`config.mk`:
```
export PLATFORM = sky130hd
export DESIGN_NAME = adpcm_block_decoder
export DESIGN_NICKNAME = d
export VERILOG_FILES = /design/src/adpcm_pkg.sv /design/src/adpcm_block_decoder.sv /design/src/adpcm_ctrl.sv /design/src/adpcm_dp.sv
export SDC_FILE = /design/constraint.sdc
export NUM_CORES = 1
export LEC_CHECK = 0
export BUFFER_PORTS_ARGS = -buffer_cell sky130_fd_sc_hd__buf_2
export CAP_MARGIN = 20
export CELL_PAD_IN_SITES_DETAIL_PLACEMENT = 0
export CELL_PAD_IN_SITES_GLOBAL_PLACEMENT = 1
export CORE_UTILIZATION = 45
export CTS_CLUSTER_DIAMETER = 80
export DETAILED_ROUTE_END_ITERATION = 10
export PLACE_DENSITY_LB_ADDON = 0.08
export SETUP_SLACK_MARGIN = 0.3
export SLEW_MARGIN = 30
export SYNTH_ARGS = -nofsm -noshare
export SYNTH_HDL_FRONTEND = slang
export SYNTH_SLANG_ARGS = --single-unit
```
`constraint.sdc`:
```
create_clock -name i_clk -period 5.6 [get_ports i_clk]
set_input_delay 1.12 -clock i_clk [delete_from_list [all_inputs] [get_ports i_clk]]
set_output_delay 1.12 -clock i_clk [all_outputs]
set_load 0.02 [all_outputs]
```
`src/adpcm_pkg.sv`:
```
package adpcm_pkg;

    localparam logic [3:0] BLOCK_DATA_BYTES = 4'd14;
    localparam logic signed [31:0] SAT_HIGH = 32'sd32767;
    localparam logic signed [31:0] SAT_LOW  = -32'sd32767;

    typedef enum logic [1:0] {
        KIND_HEADER  = 2'd0,
        KIND_FLAGS   = 2'd1,
        KIND_DATA    = 2'd2,
        KIND_RESTART = 2'd3
    } t_kind;

    typedef enum logic [1:0] {
        END_CONTINUE = 2'd0,
        END_JUMP     = 2'd1,
        END_STOP     = 2'd2
    } t_end;

    typedef enum logic [1:0] {
        S_IDLE,
        S_MUL,
        S_ADD
    } t_state;

    // controller to datapath
    typedef struct packed {
        logic hdr;
        logic flags;
        logic restart;
        logic latch;
        logic mul;
        logic commit;
        logic half;
    } t_dp_cmd;

    // datapath to controller
    typedef struct packed {
        logic out_free;
    } t_dp_stat;

    function automatic logic [7:0] coef_a(input logic [2:0] filter);
        logic [7:0] c;
        unique case (filter)
            3'd1:    c = 8'd60;
            3'd2:    c = 8'd115;
            3'd3:    c = 8'd98;
            3'd4:    c = 8'd122;
            default: c = 8'd0;
        endcase
        return c;
    endfunction

    function automatic logic signed [6:0] coef_b(input logic [2:0] filter);
        logic signed [6:0] c;
        unique case (filter)
            3'd2:    c = -7'sd52;
            3'd3:    c = -7'sd55;
            3'd4:    c = -7'sd60;
            default: c = 7'sd0;
        endcase
        return c;
    endfunction

endpackage

```
`src/adpcm_block_decoder.sv`:
```
// channel   direction  handshake                 payload
// in        input      i_in_valid / o_in_stall   i_kind, i_block_byte
// out       output     o_out_valid / i_out_stall o_sample, o_block_last,
//                                                o_loop_mark, o_end_action
// cfg       input      i_cfg_we                  i_cfg_data (output enable)
//
// header, flags and restart requests are taken in the idle state and leave it there
// a data byte is accepted, then multiply and accumulate run for each
// of its two samples through one shared predictor unit
// a stalled full output register holds either accumulate step until it drains
// reset (i_rst_n low, synchronous) clears history, block state and output enable
module adpcm_block_decoder
    import adpcm_pkg::*;
(
    input  logic              i_clk,
    input  logic              i_rst_n,
    input  logic              i_in_valid,
    output logic              o_in_stall,
    input  logic [1:0]        i_kind,
    input  logic [7:0]        i_block_byte,
    input  logic              i_cfg_we,
    input  logic              i_cfg_data,
    output logic              o_out_valid,
    input  logic              i_out_stall,
    output logic signed [15:0] o_sample,
    output logic              o_block_last,
    output logic              o_loop_mark,
    output logic [1:0]        o_end_action
);

    t_dp_cmd  w_cmd;
    t_dp_stat w_stat;

    adpcm_ctrl u_ctrl (
        .i_clk      (i_clk),
        .i_rst_n    (i_rst_n),
        .i_in_valid (i_in_valid),
        .i_kind     (i_kind),
        .i_stat     (w_stat),
        .o_cmd      (w_cmd),
        .o_in_stall (o_in_stall)
    );

    adpcm_dp u_dp (
        .i_clk        (i_clk),
        .i_rst_n      (i_rst_n),
        .i_cmd        (w_cmd),
        .o_stat       (w_stat),
        .i_block_byte (i_block_byte),
        .i_cfg_we     (i_cfg_we),
        .i_cfg_data   (i_cfg_data),
        .i_out_stall  (i_out_stall),
        .o_out_valid  (o_out_valid),
        .o_sample     (o_sample),
        .o_block_last (o_block_last),
        .o_loop_mark  (o_loop_mark),
        .o_end_action (o_end_action)
    );

endmodule

```
`src/adpcm_ctrl.sv`:
```
module adpcm_ctrl
    import adpcm_pkg::*;
(
    input  logic     i_clk,
    input  logic     i_rst_n,
    input  logic     i_in_valid,
    input  logic [1:0] i_kind,
    input  t_dp_stat i_stat,
    output t_dp_cmd  o_cmd,
    output logic     o_in_stall
);

    t_state r_state, n_state;
    logic   r_half, n_half;
    t_kind  w_kind;

    assign w_kind = t_kind'(i_kind);

    always_ff @(posedge i_clk) begin
        if (!i_rst_n) begin
            r_state <= S_IDLE;
            r_half  <= 1'b0;
        end else begin
            r_state <= n_state;
            r_half  <= n_half;
        end
    end

    always_comb begin
        n_state    = r_state;
        n_half     = r_half;
        o_cmd      = '0;
        o_cmd.half = r_half;
        o_in_stall = 1'b1;
        unique case (r_state)
            S_IDLE: begin
                o_in_stall = 1'b0;
                if (i_in_valid) begin
                    unique case (w_kind)
                        KIND_HEADER:  o_cmd.hdr     = 1'b1;
                        KIND_FLAGS:   o_cmd.flags   = 1'b1;
                        KIND_RESTART: o_cmd.restart = 1'b1;
                        KIND_DATA: begin
                            o_cmd.latch = 1'b1;
                            n_half      = 1'b0;
                            n_state     = S_MUL;
                        end
                        default: ;
                    endcase
                end
            end
            S_MUL: begin
                o_cmd.mul = 1'b1;
                n_state   = S_ADD;
            end
            S_ADD: begin
                // hold the products until the output register can take the sample
                if (i_stat.out_free) begin
                    o_cmd.commit = 1'b1;
                    if (r_half) begin
                        n_state = S_IDLE;
                    end else begin
                        n_half  = 1'b1;
                        n_state = S_MUL;
                    end
                end
            end
            default: n_state = S_IDLE;
        endcase
    end

    assert property (@(posedge i_clk) disable iff (!i_rst_n)
        o_cmd.commit |-> i_stat.out_free)
        else $error("sample committed while output register busy");

    assert property (@(posedge i_clk) disable iff (!i_rst_n)
        (o_cmd.commit && r_half) |=> (r_state == S_IDLE))
        else $error("controller did not return to idle after second sample");

endmodule

```
`src/adpcm_dp.sv`:
```
module adpcm_dp
    import adpcm_pkg::*;
(
    input  logic              i_clk,
    input  logic              i_rst_n,
    input  t_dp_cmd           i_cmd,
    output t_dp_stat          o_stat,
    input  logic [7:0]        i_block_byte,
    input  logic              i_cfg_we,
    input  logic              i_cfg_data,
    input  logic              i_out_stall,
    output logic              o_out_valid,
    output logic signed [15:0] o_sample,
    output logic              o_block_last,
    output logic              o_loop_mark,
    output logic [1:0]        o_end_action
);

    logic signed [31:0] r_hist1, r_hist2;
    logic [3:0]         r_shift;
    logic [2:0]         r_filter;
    logic [7:0]         r_flags;
    logic [3:0]         r_count;
    logic               r_out_en;
    logic               r_out_valid;
    logic [7:0]         r_byte;
    logic signed [31:0] r_p1, r_p2;
    logic signed [15:0] r_sample;
    logic               r_last, r_loop;
    t_end               r_end;

    logic [3:0]         w_nib;
    logic signed [31:0] w_nib_ext, w_sum;
    logic signed [15:0] w_sat;
    logic [3:0]         w_count_inc;
    logic               w_last;
    t_end               w_end;
    logic signed [6:0]  w_cb;

    assign o_stat.out_free = !r_out_valid || !i_out_stall;

    assign w_nib       = i_cmd.half ? r_byte[7:4] : r_byte[3:0];
    assign w_nib_ext   = {{16{w_nib[3]}}, w_nib, 12'b0};
    assign w_sum       = (w_nib_ext >>> r_shift) + (r_p1 >>> 6) + (r_p2 >>> 6);
    assign w_count_inc = r_count + 4'd1;
    assign w_last      = i_cmd.half && (w_count_inc >= BLOCK_DATA_BYTES);
    assign w_cb        = coef_b(r_filter);

    always_comb begin
        if (!r_out_en) begin
            w_sat = 16'sd0;
        end else if (w_sum > SAT_HIGH) begin
            w_sat = SAT_HIGH[15:0];
        end else if (w_sum < SAT_LOW) begin
            w_sat = SAT_LOW[15:0];
        end else begin
            w_sat = w_sum[15:0];
        end
    end

    always_comb begin
        if (!r_flags[0]) begin
            w_end = END_CONTINUE;
        end else if (r_flags == 8'd3) begin
            w_end = END_JUMP;
        end else begin
            w_end = END_STOP;
        end
    end

    always_ff @(posedge i_clk) begin
        if (!i_rst_n) begin
            r_hist1     <= '0;
            r_hist2     <= '0;
            r_shift     <= '0;
            r_filter    <= '0;
            r_flags     <= '0;
            r_count     <= '0;
            r_out_en    <= 1'b0;
            r_out_valid <= 1'b0;
        end else begin
            if (i_cfg_we) begin
                r_out_en <= i_cfg_data;
            end
            if (i_cmd.hdr) begin
                r_shift  <= i_block_byte[3:0];
                // predictor codes above four fall back to filter 0
                r_filter <= (i_block_byte[7:4] <= 4'd4) ? i_block_byte[6:4] : 3'd0;
                r_count  <= '0;
            end
            if (i_cmd.flags) begin
                r_flags <= i_block_byte;
            end
            if (i_cmd.restart) begin
                r_hist1 <= '0;
                r_hist2 <= '0;
                r_count <= '0;
            end
            if (i_cmd.commit) begin
                r_hist1 <= w_sum;
                r_hist2 <= r_hist1;
                if (i_cmd.half) begin
                    r_count <= w_last ? 4'd0 : w_count_inc;
                end
            end
            if (i_cmd.commit) begin
                r_out_valid <= 1'b1;
            end else if (!i_out_stall) begin
                r_out_valid <= 1'b0;
            end
        end
    end

    always_ff @(posedge i_clk) begin
        if (i_cmd.latch) begin
            r_byte <= i_block_byte;
        end
        if (i_cmd.mul) begin
            // low 32 bits of each product, wrapping like the history
            r_p1 <= r_hist1 * $signed({24'b0, coef_a(r_filter)});
            r_p2 <= r_hist2 * $signed({{25{w_cb[6]}}, w_cb});
        end
        if (i_cmd.commit) begin
            r_sample <= w_sat;
            r_last   <= w_last;
            r_loop   <= w_last && r_flags[2];
            r_end    <= w_last ? w_end : END_CONTINUE;
        end
    end

    assign o_out_valid  = r_out_valid;
    assign o_sample     = r_sample;
    assign o_block_last = r_last;
    assign o_loop_mark  = r_loop;
    assign o_end_action = r_end;

    assert property (@(posedge i_clk) disable iff (!i_rst_n)
        r_count < BLOCK_DATA_BYTES)
        else $error("data byte count left the block range");

    assert property (@(posedge i_clk) disable iff (!i_rst_n)
        $rose(r_out_valid) |-> $past(i_cmd.commit))
        else $error("output valid without a committed sample");

    assert property (@(posedge i_clk) disable iff (!i_rst_n)
        r_out_valid |-> (r_sample != 16'sh8000))
        else $error("sample outside saturation range");

endmodule

```
## Word-level counts from Yosys, hierarchy flattened

Index checks and enable logic that the tools add are counted.

| operators by class | value |
|---|---|
| $add $sub $neg | 3 |
| $mul | 2 |
| $lt $le $gt $ge | 4 |
| equal/unequal tests | 14 |
| shift operators | 1 |
| muxes and demuxes | 37 |
| bitwise gates (word level) | 1 |
| reduce and logical (&&, ||, !) cells | 13 |

Operator list:

| cell | number |
|---|---|
| 2-to-1 mux 32 bit | 3 |
| adder 32 x 26 -> 32 bit | 2 |
| > comparator 32 x 16 -> 1 bit (second input constant) | 1 |
| less-than comparator 32 x 16 -> 1 bit (second input constant) | 1 |
| multiplier 32 x 7 -> 32 bit | 1 |
| multiplier 32 x 9 -> 32 bit | 1 |
| 2-to-1 mux 4 bit | 8 |
| >>> shifter 16 x 4 -> 32 bit | 1 |
| one-hot mux 7 bit (4 select lines) | 1 |
| one-hot mux 7 bit (3 select lines) | 1 |
| 2-to-1 mux 16 bit | 1 |
| 2-to-1 mux 15 bit | 1 |
| 2-to-1 mux 1 bit | 14 |
| == test 8 x 2 -> 1 bit (second input constant) | 1 |
| 2-to-1 mux 2 bit | 4 |
| 2-to-1 mux 8 bit | 1 |
| == test 2 bit (second input constant) | 3 |
| == test 3 x 2 -> 1 bit (second input constant) | 2 |
| one-hot mux 2 bit (3 select lines) | 1 |
| adder 4 x 1 -> 4 bit (second input constant) | 1 |
| == test 2 x 1 -> 1 bit (second input constant) | 2 |
| >= comparator 4 bit (second input constant) | 1 |
| less-or-equal comparator 4 x 3 -> 1 bit (second input constant) | 1 |
| zero test 2 bit | 2 |
| 15 further kinds | 20 |

| storage, ports and cells | value |
|---|---|
| flip-flop bits (word level) | 180 |
| input bits | 16 |
| output and inout bits | 22 |

## Depth between registers and ports, before layout

Gate-level depths: netlist of the first run.

| depth | value |
|---|---|
| depth in word-level cells | 8 |
| gate-level depth with buffers | 24 |
| mapped depth without buffers | 22 |

## Hierarchy

Synthesis of the first run repeated with hierarchy kept, for this count alone.

| second synthesis, totals | value |
|---|---|
| cell total of the unflattened synthesis | 1,914 |
| area total of the unflattened synthesis | 18,560.3 um2 |

By module, submodules not included:

| module | instances | cells each | area each (um2) | seq. area each (um2) |
|---|---|---|---|---|
| adpcm_dp | 1 | 1,891 | 18,361.4 | 4,103.9 |
| adpcm_ctrl | 1 | 23 | 198.9 | 60.1 |

## Worst setup path after synthesis of the first run

No wires, ideal clock.

| timing path | value |
|---|---|
| path kind | register to register |
| from | reg u_ctrl.r_half |
| to | reg u_dp.r_sample[10], in the netlist u_dp.o_sample[10] (data pin) |
| library setup time | 0.281 ns |
| arrival time | 5.358 ns |
| data required time | 5.319 ns |
| setup slack | -0.039 ns |
| cell stages (with the launch flop) | 22 |
| buffers on the path | 2 |
| period minus slack after synthesis | 5.639 ns |
| cells stage by stage | dfxtp_1 -> clkbuf_1 -> mux2i_1 -> clkinv_1 -> nand2_1 -> o21ai_0 -> nand2_1 -> o21ai_0 -> and2_1 -> fa_1 -> ha_1 -> fa_1 -> a211oi_2 -> o21bai_2 -> a21o_1 -> a221o_1 -> or4_1 -> a22oi_1 -> nand4_2 -> o311ai_4 -> buf_6 -> a221oi_2 |

| on the way | value |
|---|---|
| word-level cells in the longest chain between the ends | 7 |
| elaborated cells between the ends (all ways) | 8 |

Ends and longest elaborated chain:

| item | RTL line | source |
|---|---|---|
| start, declared | adpcm_ctrl.sv:14 | `logic r_half, n_half;` |
| start signal, assigned | adpcm_ctrl.sv:25 | `r_half <= n_half;` |
| 2-to-1 mux 4 bit * | adpcm_dp.sv:42 | `assign w_nib = i_cmd.half ? r_byte[7:4] : r_byte[3:0];` |
| >>> shifter 16 x 4 -> 32 bit * | adpcm_dp.sv:44 | `assign w_sum = (w_nib_ext >>> r_shift) + (r_p1 >>> 6) + (r_p2 >>> 6);` |
| adder 32 x 26 -> 32 bit * (2 in a row) | adpcm_dp.sv:44 |  |
| less-than comparator 32 x 16 -> 1 bit | adpcm_dp.sv:54 | `end else if (w_sum < SAT_LOW) begin` |
| 2-to-1 mux 16 bit | adpcm_dp.sv:54 |  |
| 2-to-1 mux 15 bit * | adpcm_dp.sv:52 | `end else if (w_sum > SAT_HIGH) begin` |
| end signal, assigned | adpcm_dp.sv:124 | `r_sample <= w_sat;` |
| end, declared | adpcm_dp.sv:28 | `logic signed [15:0] r_sample;` |

Mark *: on every way between the ends. The rest lies on a longest branch, timed or not.
A chain may end at the register's enable or synchronous reset.

## Worst setup path after layout of the first run

| timing path | value |
|---|---|
| from | reg u_dp.r_filter[2] |
| to | reg u_dp.r_p1[29] (data pin) |

| on the way | value |
|---|---|
| word-level cells in the longest chain between the ends | 4 |
| elaborated cells between the ends (all ways) | 7 |

Ends and longest elaborated chain:

| item | RTL line | source |
|---|---|---|
| start, declared | adpcm_dp.sv:21 | `logic [2:0] r_filter;` |
| start signal, assigned | adpcm_dp.sv:88 | `r_filter <= (i_block_byte[7:4] <= 4'd4) ? i_block_byte[6:4] : 3'd0;` |
| == test 3 bit (tied with other cells) | adpcm_pkg.sv:44 | `unique case (filter)` |
| one-hot mux 7 bit (4 select lines) * | adpcm_pkg.sv:44 |  |
| 2-to-1 mux 8 bit * | adpcm_dp.sv:118 | `if (i_cmd.mul) begin` |
| multiplier 32 x 9 -> 32 bit * | adpcm_dp.sv:120 | `r_p1 <= r_hist1 * $signed({24'b0, coef_a(r_filter)});` |
| end signal, assigned | adpcm_dp.sv:120 |  |
| end, declared | adpcm_dp.sv:27 | `logic signed [31:0] r_p1, r_p2;` |

Mark *: on every way between the ends. The rest lies on a longest branch, timed or not. The select of a mux whose other input is x is not followed.

==> results of run 1 <==
## cells in the mapped netlist (all sizes together), types with 21 or more instances
cell,n
edfxtp,80
fa,210
a21oi,52
o21ai,57
inv,184
a21o,21
nor2b,107
and3,34
a22oi,60
dfxtp,88
xnor2,56
nand3,21
xor2,24
nand2,75
nor3,24
nor2,90
ha,196
and2,203
clkbuf,64
## per-stage QoR
step / cell area (µm²) / worst slack [ns]
final: 21700 / 0.337
after global routing: 21700 / 0.146
after CTS: 20800 / 0.284
after detailed placement: 19700 / -0.124
after global placement: 19700 / -0.00339
after floorplan: 18500 / 0.305
## logic make-up after synthesis
logic type | count (synthesis) | synth area share [%]
AOI/OAI and AO/OA | 301 | 12.0
xor gates and xnor gates | 80 | 3.79
adders and majority gates | 406 | 36.0
buffers and inverters | 260 | 5.45
DFF | 168 | 22.5
muxes | 23 | 1.33
and+or+nand+nor | 619 | 19.0
## layout by cell type, fill, tap and decap left out, types with 17 or more instances in the layout
master / count
fa_1: 201
and2_1: 195
ha_1: 186
inv_1: 179
nor2b_1: 100
buf_4: 97
nor2_1: 84
dfxtp_1: 84
edfxtp_1: 80
nand2_1: 73
a22oi_1: 57
xnor2_1: 53
a21oi_1: 39
buf_2: 37
o21ai_0: 34
and3_1: 32
xor2_1: 24
clkbuf_16: 24
a21o_1: 20
o21a_1: 20
nand3_1: 19
nor3_1: 19
mux2i_1: 17
## final cells by class
class | count | area (µm²)
Clock inverter | 12 | 116
Multi-Input combinational cell | 1430 | 14000
Antenna cell | 1 | 2.50
Sequential cell | 168 | 4170
Fill cell | 3650 | 18400
Timing Repair Buffer | 165 | 1500
Inverter | 187 | 711
Tap cell | 525 | 657
Clock buffer | 20 | 489
## power by group through the flow
stage          sequential, mW  clock, mW  combinational (mW)
4_1_cts                  1.33       1.25               0.667
5_1_grt                  1.33       1.30               0.795
3_5_place_dp             1.36          0               0.647
2_1_floorplan            1.35          0               0.444
3_3_place_gp             1.36          0               0.646
6_report                 1.33       1.23               0.734
## layer usage
layer | vias up | wire [µm] | global-route usage [%] | share of wire, %
li1 | 6522 | - | - | -
met1 | 6726 | 25000 | 35.1 | 52
met2 | 244 | 21000 | 36.1 | 43
met3 | 52 | 1430 | 2.51 | 2.9
met4 | 0 | 1110 | 6.24 | 2.3
met5 | - | 0 | 0 | 0
## worst max-delay path by stage
stage                                          to  slack [ns]                     startpoint
after global placement    u_dp.r_p1[29]$_DFFE_PN_      -0.003  u_dp.r_filter[2]$_SDFFE_PN0P_
after floorplan           u_dp.r_p1[29]$_DFFE_PN_        0.30  u_dp.r_filter[1]$_SDFFE_PN0P_
after global routing      u_dp.r_p1[29]$_DFFE_PN_        0.15  u_dp.r_filter[2]$_SDFFE_PN0P_
after detailed placement  u_dp.r_p1[29]$_DFFE_PN_       -0.12  u_dp.r_filter[2]$_SDFFE_PN0P_
final                     u_dp.r_p1[29]$_DFFE_PN_        0.34  u_dp.r_filter[2]$_SDFFE_PN0P_
after CTS                 u_dp.r_p1[29]$_DFFE_PN_        0.28  u_dp.r_filter[2]$_SDFFE_PN0P_
## timing repair
item | in CTS | in global routing
cloned | 3 | 6
buffers inserted | 18 | 26
pin swaps | 17 | 64
hold endpoints to repair | 0 | 0
gates resized for setup | 44 | 112
endpoints found under the setup margin | 33 | 37
## registers in the layout (all words and copies together), names as in the netlist
name	cells
u_dp.o_end_action	2
u_dp.r_count	4
u_dp.r_byte	8
u_dp.r_p2	26
u_dp.r_hist1	32
u_dp.o_sample	16
u_dp.r_out_en	1
u_ctrl.r_half	1
u_dp.r_p1	26
u_dp.o_out_valid	1
u_dp.r_flags	8
u_dp.r_hist2	32
u_dp.r_filter	3
u_dp.o_block_last	1
u_dp.r_shift	4
u_ctrl.r_state	2
u_dp.o_loop_mark	1
==> key figures, run 1 <==
Synth
  – Synthesized area per cell: ~10 µm²
  – Seq/Total Area, Yosys: 22.5%
  – Async S/R FF share, synth: 0%
  – Top-area cell type share of the netlist area: 22.7%
  – Syn Inst Count: between 1500 and 2000
  – Seq cells post-synth: 168
  – Synth warn: 0
  – Synth top area cells: fa_1 (23%), ha_1 (13%), edfxtp_1 (13%), dfxtp_1 (9.5%), and2_1 (6.8%)
  – Post-synth EDFFs: 80
  – Post-Syn Nets: 2279
  – Area leader, netlist: fa_1
  – Netlist cell types: 91
  – Post-synth top flop: dfxtp_1
  – Netlist Area Pre-Place: around 18000 µm²

Critical path
  – Critical path's most frequent cell: fa_1
  – CP max stage delay: 0.52 ns
  – Crit Reg-Reg Startpoint: u_dp.r_filter[2]$_SDFFE_PN0P_
  – Critical path's slowest cell: fa_1
  – CP startpoint kind: flip-flop
  – Terminus of the critical flop-to-flop path: u_dp.r_p1[29]$_DFFE_PN_
  – Critical Path RT: 5.80 ns
  – Worst-case reg-to-reg path depth: 22
  – Flop2flop setup slack: 0.34 ns
  – CP Capture Type: flip-flop
  – Crit path buffers/inverters: 6
  – CP max FO: 6
  – Crit path kind: flip-flop to flip-flop
  – Instance count on the critical path: 22
  – Crit path cell chain: buf_4 -> nor3b_4 -> buf_6 -> buf_12 -> buf_12 -> and2_1 -> fa_1 -> fa_1 -> inv_1 -> fa_1 -> inv_1 -> fa_1 -> ha_4 -> a21o_1 -> a21o_1 -> a21oi_2 -> o21ai_2 -> a21oi_2 -> a21oi_4 -> or3_4 -> a21oi_2 -> xnor2_1
  – Crit path arrival time: approximately 5.5 ns
  – Crit path max-delay family: adder cells

Hold path
  – Min-Delay Path Class: flip-flop to flip-flop
  – Worst Hold Launch: u_ctrl.r_state[0]$_SDFFE_PN0P_
  – Hold Path Depth: 1
  – Worst Hold End: u_ctrl.r_state[0]$_SDFFE_PN0P_

STA
  – Fin Setup TNS: 0 ns
  – Worst-Margin Slew: roughly 0.94 ns
  – Final Setup Violations: 0
  – RSZ-0062 raised after global routing: yes
  – Hold_ws: 0.476 ns
  – Final Hold Vio Count: 0
  – Fin crit period: 5.26 ns
  – Max Freq: 0.190 GHz
  – Crit share post-route: 94.0%
  – Max Slew Vio Count: 0
  – Slew margin rel.: 37.3%
  – Clk_skew: 0.0115 ns

Power and ir drop
  – Internal power: 2.25 mW
  – Total power: 3.30 mW
  – Net Switching: 1.05 mW
  – Peak supply drop: 217 µV
  – Leakage: 10.3 nW
  – Seq pwr share: 40.4%
  – Comb pwr share: 22.3%
  – Pwr Density: 152 nW/µm²
  – Switching part of the total: a little under a third
  – Clock network power share: 37.4%

Routing
  – DR iter-0 viols: roughly 700
  – Via count: ~14000
  – DR pass1 iterations: 7
  – Routed wire per std cell: between 15 and 20 µm
  – Vias per cell: 5.40
  – Drt total wl: 48.5 mm
  – Final ANT Viol Nets: 0
  – Residual DRC: 0

Die
  – Rows: 73
  – Placeable Area: roughly 40000 µm²
  – Initial core utilization: 46.1%
  – Die area: roughly 42000 µm²
  – Ports: 38
  – Vert. Die Dim: 205 µm
  – Die Width: 205 µm

Clock network
  – Num CTS Buffers: 17
  – Hold buffers post-CTS: 0
  – CTS tree: yes
  – Sink Count: around 170
  – H-Tree Level Count: 4
  – Max clock buf depth: 2
  – Worst skew pair latency: 0.45 ns
  – Clock Pin Slew Worst Setup and Hold Paths: 0.08 ns
  – CTS root buffer: clkbuf_16

Status
  – Status: finished, final reports clean

Finish
  – Fin cells: 2508
  – Nets@finish: about 2400
  – Post-Route Utilization: 54.1%
  – Layout cells sized above 1: 17.9%
  – Area grow syn2layout: 17.2%

Global routing
  – Vias in the first global route: 13840
  – First-pass GRT wire length: 75.9 mm
  – Total global routing overflow: 0
  – Initial antenna violation count: 1
  – Largest net degree at the start of global routing: 89
  – Total track usage: 23.6%

Placement
  – Input/output buffers: 37
  – DP Cell Count: between 2000 and 2500
  – Final Wtd Congestion: 0.895
  – Post-DP HPWL: approximately 37 mm

Run
  – MaxCap Viol Count: 0
(Power assumes the default switching activity.)
==> run 2: changes to the inputs <==
--- a/config.mk
+++ b/config.mk
@@ -9,7 +9,7 @@
 export CAP_MARGIN = 20
 export CELL_PAD_IN_SITES_DETAIL_PLACEMENT = 0
 export CELL_PAD_IN_SITES_GLOBAL_PLACEMENT = 1
-export CORE_UTILIZATION = 45
+export CORE_UTILIZATION = 47
 export CTS_CLUSTER_DIAMETER = 80
 export DETAILED_ROUTE_END_ITERATION = 10
 export PLACE_DENSITY_LB_ADDON = 0.08
==> key figures, run 2 (synthesis gave the netlist of run 1 again) <==
Critical path
  – Crit path launch: u_dp.r_filter[2]$_SDFFE_PN0P_ (unchanged)
  – Crit path kind: flip-flop to flip-flop (unchanged)
  – Crit Reg-Reg Startpoint: u_dp.r_filter[2]$_SDFFE_PN0P_ (unchanged)
  – Crit path arrival time: 5.44 ns (was 5.46 ns)
  – Critical Path RT: 5.78 ns (was 5.80 ns)
  – CP Capture Type: flip-flop (unchanged)
  – CP max FO: 8 (was 6)
  – Worst-case reg-to-reg path depth: 24 (was 22)
  – CP startpoint kind: flip-flop (unchanged)
  – Terminus of the critical flop-to-flop path: u_dp.r_p1[18]$_DFFE_PN_ (was u_dp.r_p1[29]$_DFFE_PN_)
  – Flop2flop setup slack: 0.35 ns (was 0.34 ns)

Status
  – Status: finished, final reports clean (unchanged)

Routing
  – Routed wire per std cell: 19.0 µm (was 19.3 µm)
  – DR iter-0 viols: 689 (was 702)
  – Drt total wl: 47.2 mm (was 48.5 mm)
  – Vias per cell: 5.45 (was 5.40)
  – Final ANT Viol Nets: 0 (unchanged)
  – Via count: 13522 (was 13544)
  – Residual DRC: 0 (unchanged)
  – DR pass1 iterations: 7 (unchanged)

Power and ir drop
  – Comb pwr share: 21.2% (was 22.3%)
  – Peak supply drop: 194 µV (was 217 µV)
  – Internal power: 2.22 mW (was 2.25 mW)
  – Leakage: 10.2 nW (was 10.3 nW)
  – Switching part of the total: 31.2% (was 31.8%)
  – Seq pwr share: 41.2% (was 40.4%)
  – Clock network power share: 37.6% (was 37.4%)
  – Net Switching: 1.01 mW (was 1.05 mW)
  – Total power: 3.23 mW (was 3.30 mW)
  – Pwr Density: 151 nW/µm² (was 152 nW/µm²)

Hold path
  – Hold Path Depth: 1 (unchanged)
  – Min-Delay Path Class: flip-flop to flip-flop (unchanged)
  – Worst Hold Launch: u_ctrl.r_state[0]$_SDFFE_PN0P_ (unchanged)
  – Worst Hold End: u_ctrl.r_state[0]$_SDFFE_PN0P_ (unchanged)

Clock network
  – Clock Pin Slew Worst Setup and Hold Paths: 0.08 ns (about the same)
  – Num CTS Buffers: 17 (unchanged)
  – Worst skew pair latency: 0.45 ns (about the same)
  – CTS tree: yes (unchanged)
  – CTS root buffer: clkbuf_16 (unchanged)
  – Sink Count: 168 (unchanged)
  – H-Tree Level Count: 4 (unchanged)
  – Max clock buf depth: 2 (unchanged)

STA
  – Fin crit period: 5.25 ns (was 5.26 ns)
  – Worst-Margin Slew: 0.930 ns (was 0.940 ns)
  – Final Setup Violations: 0 (unchanged)
  – RSZ-0062 raised after global routing: yes (unchanged)
  – Crit share post-route: 93.8% (was 94.0%)
  – Final Hold Vio Count: 0 (unchanged)
  – Max Freq: 0.190 GHz (about the same)
  – Slew margin rel.: 37.7% (was 37.3%)
  – Clk_skew: 0.0142 ns (was 0.0115 ns)
  – Max Slew Vio Count: 0 (unchanged)

Die
  – Ports: 38 (unchanged)
  – Vert. Die Dim: 200 µm (was 205 µm)
  – Die Width: 200 µm (was 205 µm)
  – Die area: 40100 µm² (was 41900 µm²)
  – Placeable Area: 38700 µm² (was 40100 µm²)
  – Initial core utilization: 47.7% (was 46.1%)
  – Rows: 72 (was 73)

Global routing
  – First-pass GRT wire length: 76.5 mm (was 75.9 mm)
  – Initial antenna violation count: 0 (was 1)
  – Largest net degree at the start of global routing: 89 (unchanged)
  – Total global routing overflow: 0 (unchanged)
  – Total track usage: 24.2% (was 23.6%)
  – Vias in the first global route: 14061 (was 13840)

Finish
  – Fillers: 3525 (was 3650)
  – Most frequent cells in the layout: fa_1 (201), and2_1 (193), ha_1 (183), inv_1 (180), nor2b_1 (104) (was fa_1 (201), and2_1 (195), ha_1 (186), inv_1 (179), nor2b_1 (100))
  – Area occupied by multi-input gates: 13900 µm² (was 14000 µm²)
  – Fin cells: 2483 (was 2508)
  – Commonest non-fill, non-tap cell in the layout: fa_1 (unchanged)
  – FF/Latch Area: 4180 µm² (was 4170 µm²)
  – Nets@finish: 2373 (was 2391)
  – Layout cells sized above 1: 16.8% (was 17.9%)
  – Area grow syn2layout: 15.8% (was 17.2%)
  – Largest registers: u_dp.r_hist1: 32 flops, u_dp.r_hist2: 32 flops (unchanged)

Run
  – MaxCap Viol Count: 0 (unchanged)

Placement
  – Final Wtd Congestion: 0.915 (was 0.895)
  – DP Cell Count: 2417 (was 2422)
  – Post-DP HPWL: 36.8 mm (was 37.4 mm)
  – Input/output buffers: 37 (unchanged)
## run 2: cell count changes in the layout (fill, tap and decap cells not counted), sizes merged
| cell | before | now |
|---|---|---|
| buf | 158 | 141 |
| clkbuf | 25 | 22 |
| nand2 | 76 | 75 |
| clkinv | 3 | 4 |
| bufbuf | 2 | 4 |
| clkdlybuf4s15 | 0 | 1 |
| bufinv | 0 | 1 |
| clkinvlp | 2 | 3 |
| inv | 194 | 191 |
## run 2: repair_timing
action,4_1_cts,5_1_grt
endpoints found under the setup margin,30,36
pin swaps,18,51
hold buffers,0,0
resized for setup,62,91
gates cloned,6,2
buffers inserted,14,11
## run 2: cell type report
type                    count  share of cell area (%)
clock inverters            12                   0.619
well taps                 518                    3.03
clock buffers              20                    2.14
flip-flops and latches    168                    19.5
diodes                      1                  0.0117
multi-input cells        1429                    65.1
repair buffers            148                    6.31
inverters                 187                    3.32
## run 2: routing by layer
metal  share of wire, %  GRT usage, %  up-vias
li1                   -             -     6494
met1                 51          35.5     6764
met2                 45          38.6      224
met3                3.1          2.70       40
met4                1.4          5.04        0
met5                  0             0        -
## run 2: worst max-delay path by stage
| stage | endpoint |
|---|---|
| detailed placement | u_dp.r_p1[31]$_DFFE_PN_ |
| CTS | u_dp.r_p1[31]$_DFFE_PN_ |
| finish | u_dp.r_p1[18]$_DFFE_PN_ |
| floorplan | u_dp.r_p1[29]$_DFFE_PN_ |
| global placement | u_dp.r_p1[31]$_DFFE_PN_ |
| global route | u_dp.r_p1[24]$_DFFE_PN_ |
## run 2: critical path, cell delays in order, from the launching register on
cell	delay (ns)
dfxtp_4	0.39
buf_6	0.14
nor3b_4	0.05
buf_4	0.13
buf_12	0.13
nor2_4	0.18
buf_12	0.16
buf_8	0.12
nor2b_1	0.07
fa_2	0.35
fa_1	0.50
fa_1	0.54
inv_1	0.05
fa_1	0.48
inv_1	0.04
ha_1	0.23
a2111oi_4	0.40
o21ai_2	0.15
buf_4	0.17
a21boi_2	0.14
buf_4	0.13
nor2b_1	0.05
o21a_1	0.16
nor2_1	0.11
xnor2_1	0.09
## run 2: power groups by stage
stage	sequential (mW)	clock (mW)	combinational, mW
2_1_floorplan	1.35	0	0.444
3_3_place_gp	1.36	0	0.632
3_5_place_dp	1.36	0	0.634
4_1_cts	1.33	1.24	0.648
5_1_grt	1.33	1.29	0.745
6_report	1.33	1.21	0.683
## run 2: metrics by stage
stage	hold slack, ns	util (%)	setup slack (ns)	TNS (ns)	instance area (µm²)
final	0.477	55.3	0.349	0	21400
after global routing	0.496	55.3	0.187	0	21400
after CTS	0.479	53.8	0.285	0	20900
after global placement	0.464	50.9	0.0247	0	19700
after floorplan	0.427	-	0.305	0	18500
after detailed placement	0.465	50.9	-0.0976	-0.226	19700
==> run 3: changes to the inputs <==
--- a/config.mk
+++ b/config.mk
@@ -5,11 +5,12 @@
 export SDC_FILE = /design/constraint.sdc
 export NUM_CORES = 1
 export LEC_CHECK = 0
+export ABC_CLOCK_PERIOD_IN_PS = 5700
 export BUFFER_PORTS_ARGS = -buffer_cell sky130_fd_sc_hd__buf_2
 export CAP_MARGIN = 20
 export CELL_PAD_IN_SITES_DETAIL_PLACEMENT = 0
 export CELL_PAD_IN_SITES_GLOBAL_PLACEMENT = 1
-export CORE_UTILIZATION = 47
+export CORE_UTILIZATION = 50
 export CTS_CLUSTER_DIAMETER = 80
 export DETAILED_ROUTE_END_ITERATION = 10
 export PLACE_DENSITY_LB_ADDON = 0.08
==> constraint.sdc (replaced) <==
create_clock -name i_clk -period 5.7 [get_ports i_clk]
set_input_delay 1.14 -clock i_clk [delete_from_list [all_inputs] [get_ports i_clk]]
set_output_delay 1.14 -clock i_clk [all_outputs]
set_load 0.02 [all_outputs]
==> key figures, run 3 (synthesis gave the netlist of run 1 again) <==
Global routing
  – First-pass GRT wire length: 73.8 mm (was 76.5 mm)
  – Total track usage: 25.0% (was 24.2%)
  – Largest net degree at the start of global routing: 89 (unchanged)
  – Vias in the first global route: 13618 (was 14061)
  – Initial antenna violation count: 0 (unchanged)
  – Total global routing overflow: 0 (unchanged)

Finish
  – Commonest non-fill, non-tap cell in the layout: fa_1 (unchanged)
  – Most frequent cells in the layout: fa_1 (206), and2_1 (192), ha_1 (192), inv_1 (183), nor2b_1 (105) (was fa_1 (201), and2_1 (193), ha_1 (183), inv_1 (180), nor2b_1 (104))
  – Largest registers: u_dp.r_hist1: 32 flops, u_dp.r_hist2: 32 flops (unchanged)
  – Area grow syn2layout: 13.0% (was 15.8%)
  – Layout cells sized above 1: 14.3% (was 16.8%)
  – Nets@finish: 2351 (was 2373)
  – Fillers: 3173 (was 3525)
  – Diodes inserted: 0 (was 1)

Die
  – Die Width: 194 µm (was 200 µm)
  – Ports: 38 (unchanged)
  – Rows: 70 (was 72)
  – Vert. Die Dim: 194 µm (was 200 µm)
  – Initial core utilization: 50.6% (was 47.7%)
  – Die area: 37800 µm² (was 40100 µm²)
  – Placeable Area: 36500 µm² (was 38700 µm²)

Status
  – Status: finished, final reports clean (unchanged)

STA
  – Fin Setup TNS: 0 ns (unchanged)
  – RSZ-0062 raised after global routing: yes (unchanged)
  – Crit share post-route: 93.3% (was 93.8%)
  – Clk_skew: 0.0106 ns (was 0.0142 ns)
  – Final Setup Violations: 0 (unchanged)
  – Hold_ws: 0.474 ns (was 0.477 ns)
  – Slew margin rel.: 37.6% (was 37.7%)
  – Fin crit period: 5.32 ns (was 5.25 ns)
  – Final Hold Vio Count: 0 (unchanged)
  – Max Slew Vio Count: 0 (unchanged)
  – Max Freq: 0.188 GHz (was 0.190 GHz)
  – Worst-Margin Slew: 0.931 ns (was 0.930 ns)
  – Min setup slack post-route: 0.384 ns (was 0.349 ns)

Routing
  – Routed wire per std cell: 19.1 µm (was 19.0 µm)
  – Drt total wl: 46.1 mm (was 47.2 mm)
  – DR pass1 iterations: 5 (was 7)
  – Via count: 13407 (was 13522)
  – Vias per cell: 5.56 (was 5.45)
  – Residual DRC: 0 (unchanged)
  – DR iter-0 viols: 730 (was 689)
  – Final ANT Viol Nets: 0 (unchanged)

Clock network
  – Worst skew pair latency: 0.44 ns (was 0.45 ns)
  – CTS tree: yes (unchanged)
  – H-Tree Level Count: 4 (unchanged)
  – Hold buffers post-CTS: 0 (unchanged)
  – Sink Count: 168 (unchanged)
  – Max clock buf depth: 2 (unchanged)
  – CTS root buffer: clkbuf_16 (unchanged)
  – Clock Pin Slew Worst Setup and Hold Paths: 0.07 ns (was 0.08 ns)
  – Num CTS Buffers: 17 (unchanged)

Power and ir drop
  – Net Switching: 0.964 mW (was 1.01 mW)
  – Seq pwr share: 40.9% (was 41.2%)
  – Clock network power share: 38.9% (was 37.6%)
  – Internal power: 2.23 mW (was 2.22 mW)
  – Leakage: 10.1 nW (was 10.2 nW)
  – Comb pwr share: 20.3% (was 21.2%)
  – Pwr Density: 153 nW/µm² (was 151 nW/µm²)
  – Switching part of the total: 30.2% (was 31.2%)
  – Peak supply drop: 209 µV (was 194 µV)

Critical path
  – CP max FO: 7 (was 8)
  – CP startpoint kind: flip-flop (unchanged)
  – Crit path arrival time: 5.50 ns (was 5.44 ns)
  – Crit path kind: flip-flop to flip-flop (unchanged)
  – CP Capture Type: flip-flop (unchanged)
  – Critical Path RT: 5.89 ns (was 5.78 ns)

Placement
  – Post-DP HPWL: 36.3 mm (was 36.8 mm)
  – DP Worst Slack: -0.0522 ns (was -0.0976 ns)
  – Input/output buffers: 37 (unchanged)
  – Final Wtd Congestion: 0.877 (was 0.915)

Hold path
  – Min-Delay Path Class: flip-flop to flip-flop (unchanged)

Run
  – MaxCap Viol Count: 0 (unchanged)
==> run 3: what timing repair did <==
action / 4_1_cts / 5_1_grt
setup buffers: 1 / 29
gates cloned: 1 / 5
gates resized for setup: 29 / 85
pin swaps: 4 / 49
setup endpoints to repair: 34 / 33
==> run 3: through the flow <==
step | instances | power [mW] | area [µm²] | utilization, %
floorplan | 1857 | 1.76 | 18500 | -
global placement | 2342 | 1.95 | 19500 | 53.3
detailed placement | 2342 | 1.95 | 19500 | 53.3
CTS | 2376 | 3.20 | 20200 | 55.4
global route | 2410 | 3.33 | 20900 | 57.2
finish | 2410 | 3.20 | 20900 | 57.2
==> run 3: path summary, 6_finish.rpt <==
check / startpoint / to / slack (ns) / depth (start not counted)
worst max-delay path: u_dp.r_filter[1]$_SDFFE_PN0P_ / u_dp.r_p1[29]$_DFFE_PN_ / 0.38 / 21
worst min-delay path: u_ctrl.r_state[0]$_SDFFE_PN0P_ / u_ctrl.r_state[0]$_SDFFE_PN0P_ / 0.47 / 1
worst max register to register: u_dp.r_filter[1]$_SDFFE_PN0P_ / u_dp.r_p1[29]$_DFFE_PN_ / 0.38 / 21
worst min register to register: u_ctrl.r_state[0]$_SDFFE_PN0P_ / u_ctrl.r_state[0]$_SDFFE_PN0P_ / 0.47 / 1
==> run 3: layout make-up <==
class | count | area (µm²) | area share [%]
multi-input combinational | 1431 | 13800 | 65.9
sequential | 168 | 4180 | 20.0
timing repair buffer | 124 | 1020 | 4.88
inverter | 187 | 703 | 3.37
tap | 468 | 586 | 2.80
clock buffer | 22 | 518 | 2.48
clock inverter | 10 | 113 | 0.539
==> run 3: power groups by stage <==
stage                     clock (mW)  sequential [mW]  combinational, mW
final                           1.24             1.31              0.648
after global routing            1.31             1.31              0.710
after CTS                       1.27             1.31              0.622
after detailed placement           0             1.34              0.616
after global placement             0             1.33              0.612
after floorplan                    0             1.33              0.435
==> run 3: routing by layer <==
| metal | track usage, % | share of wire, % | vias to the layer above |
|---|---|---|---|
| met5 | 0 | 0 | - |
| met4 | 5.76 | 1.3 | 0 |
| met3 | 3.18 | 4.4 | 34 |
| met2 | 38.3 | 45 | 246 |
| met1 | 37.4 | 50 | 6680 |
| li1 | - | - | 6447 |
==> run 3: worst max-delay path, stage by stage, from the launching register on <==
cell	delay, ns
dfxtp_4	0.37
nand2b_4	0.14
or2_4	0.30
nand2_8	0.12
buf_12	0.12
and2_4	0.15
fa_1	0.40
fa_1	0.49
inv_1	0.05
fa_1	0.53
inv_1	0.05
fa_1	0.44
ha_1	0.32
a21o_1	0.16
a21o_1	0.18
a21oi_2	0.16
o21ai_1	0.09
a21oi_2	0.21
a21oi_4	0.11
or3_4	0.41
a21oi_2	0.15
xnor2_1	0.09
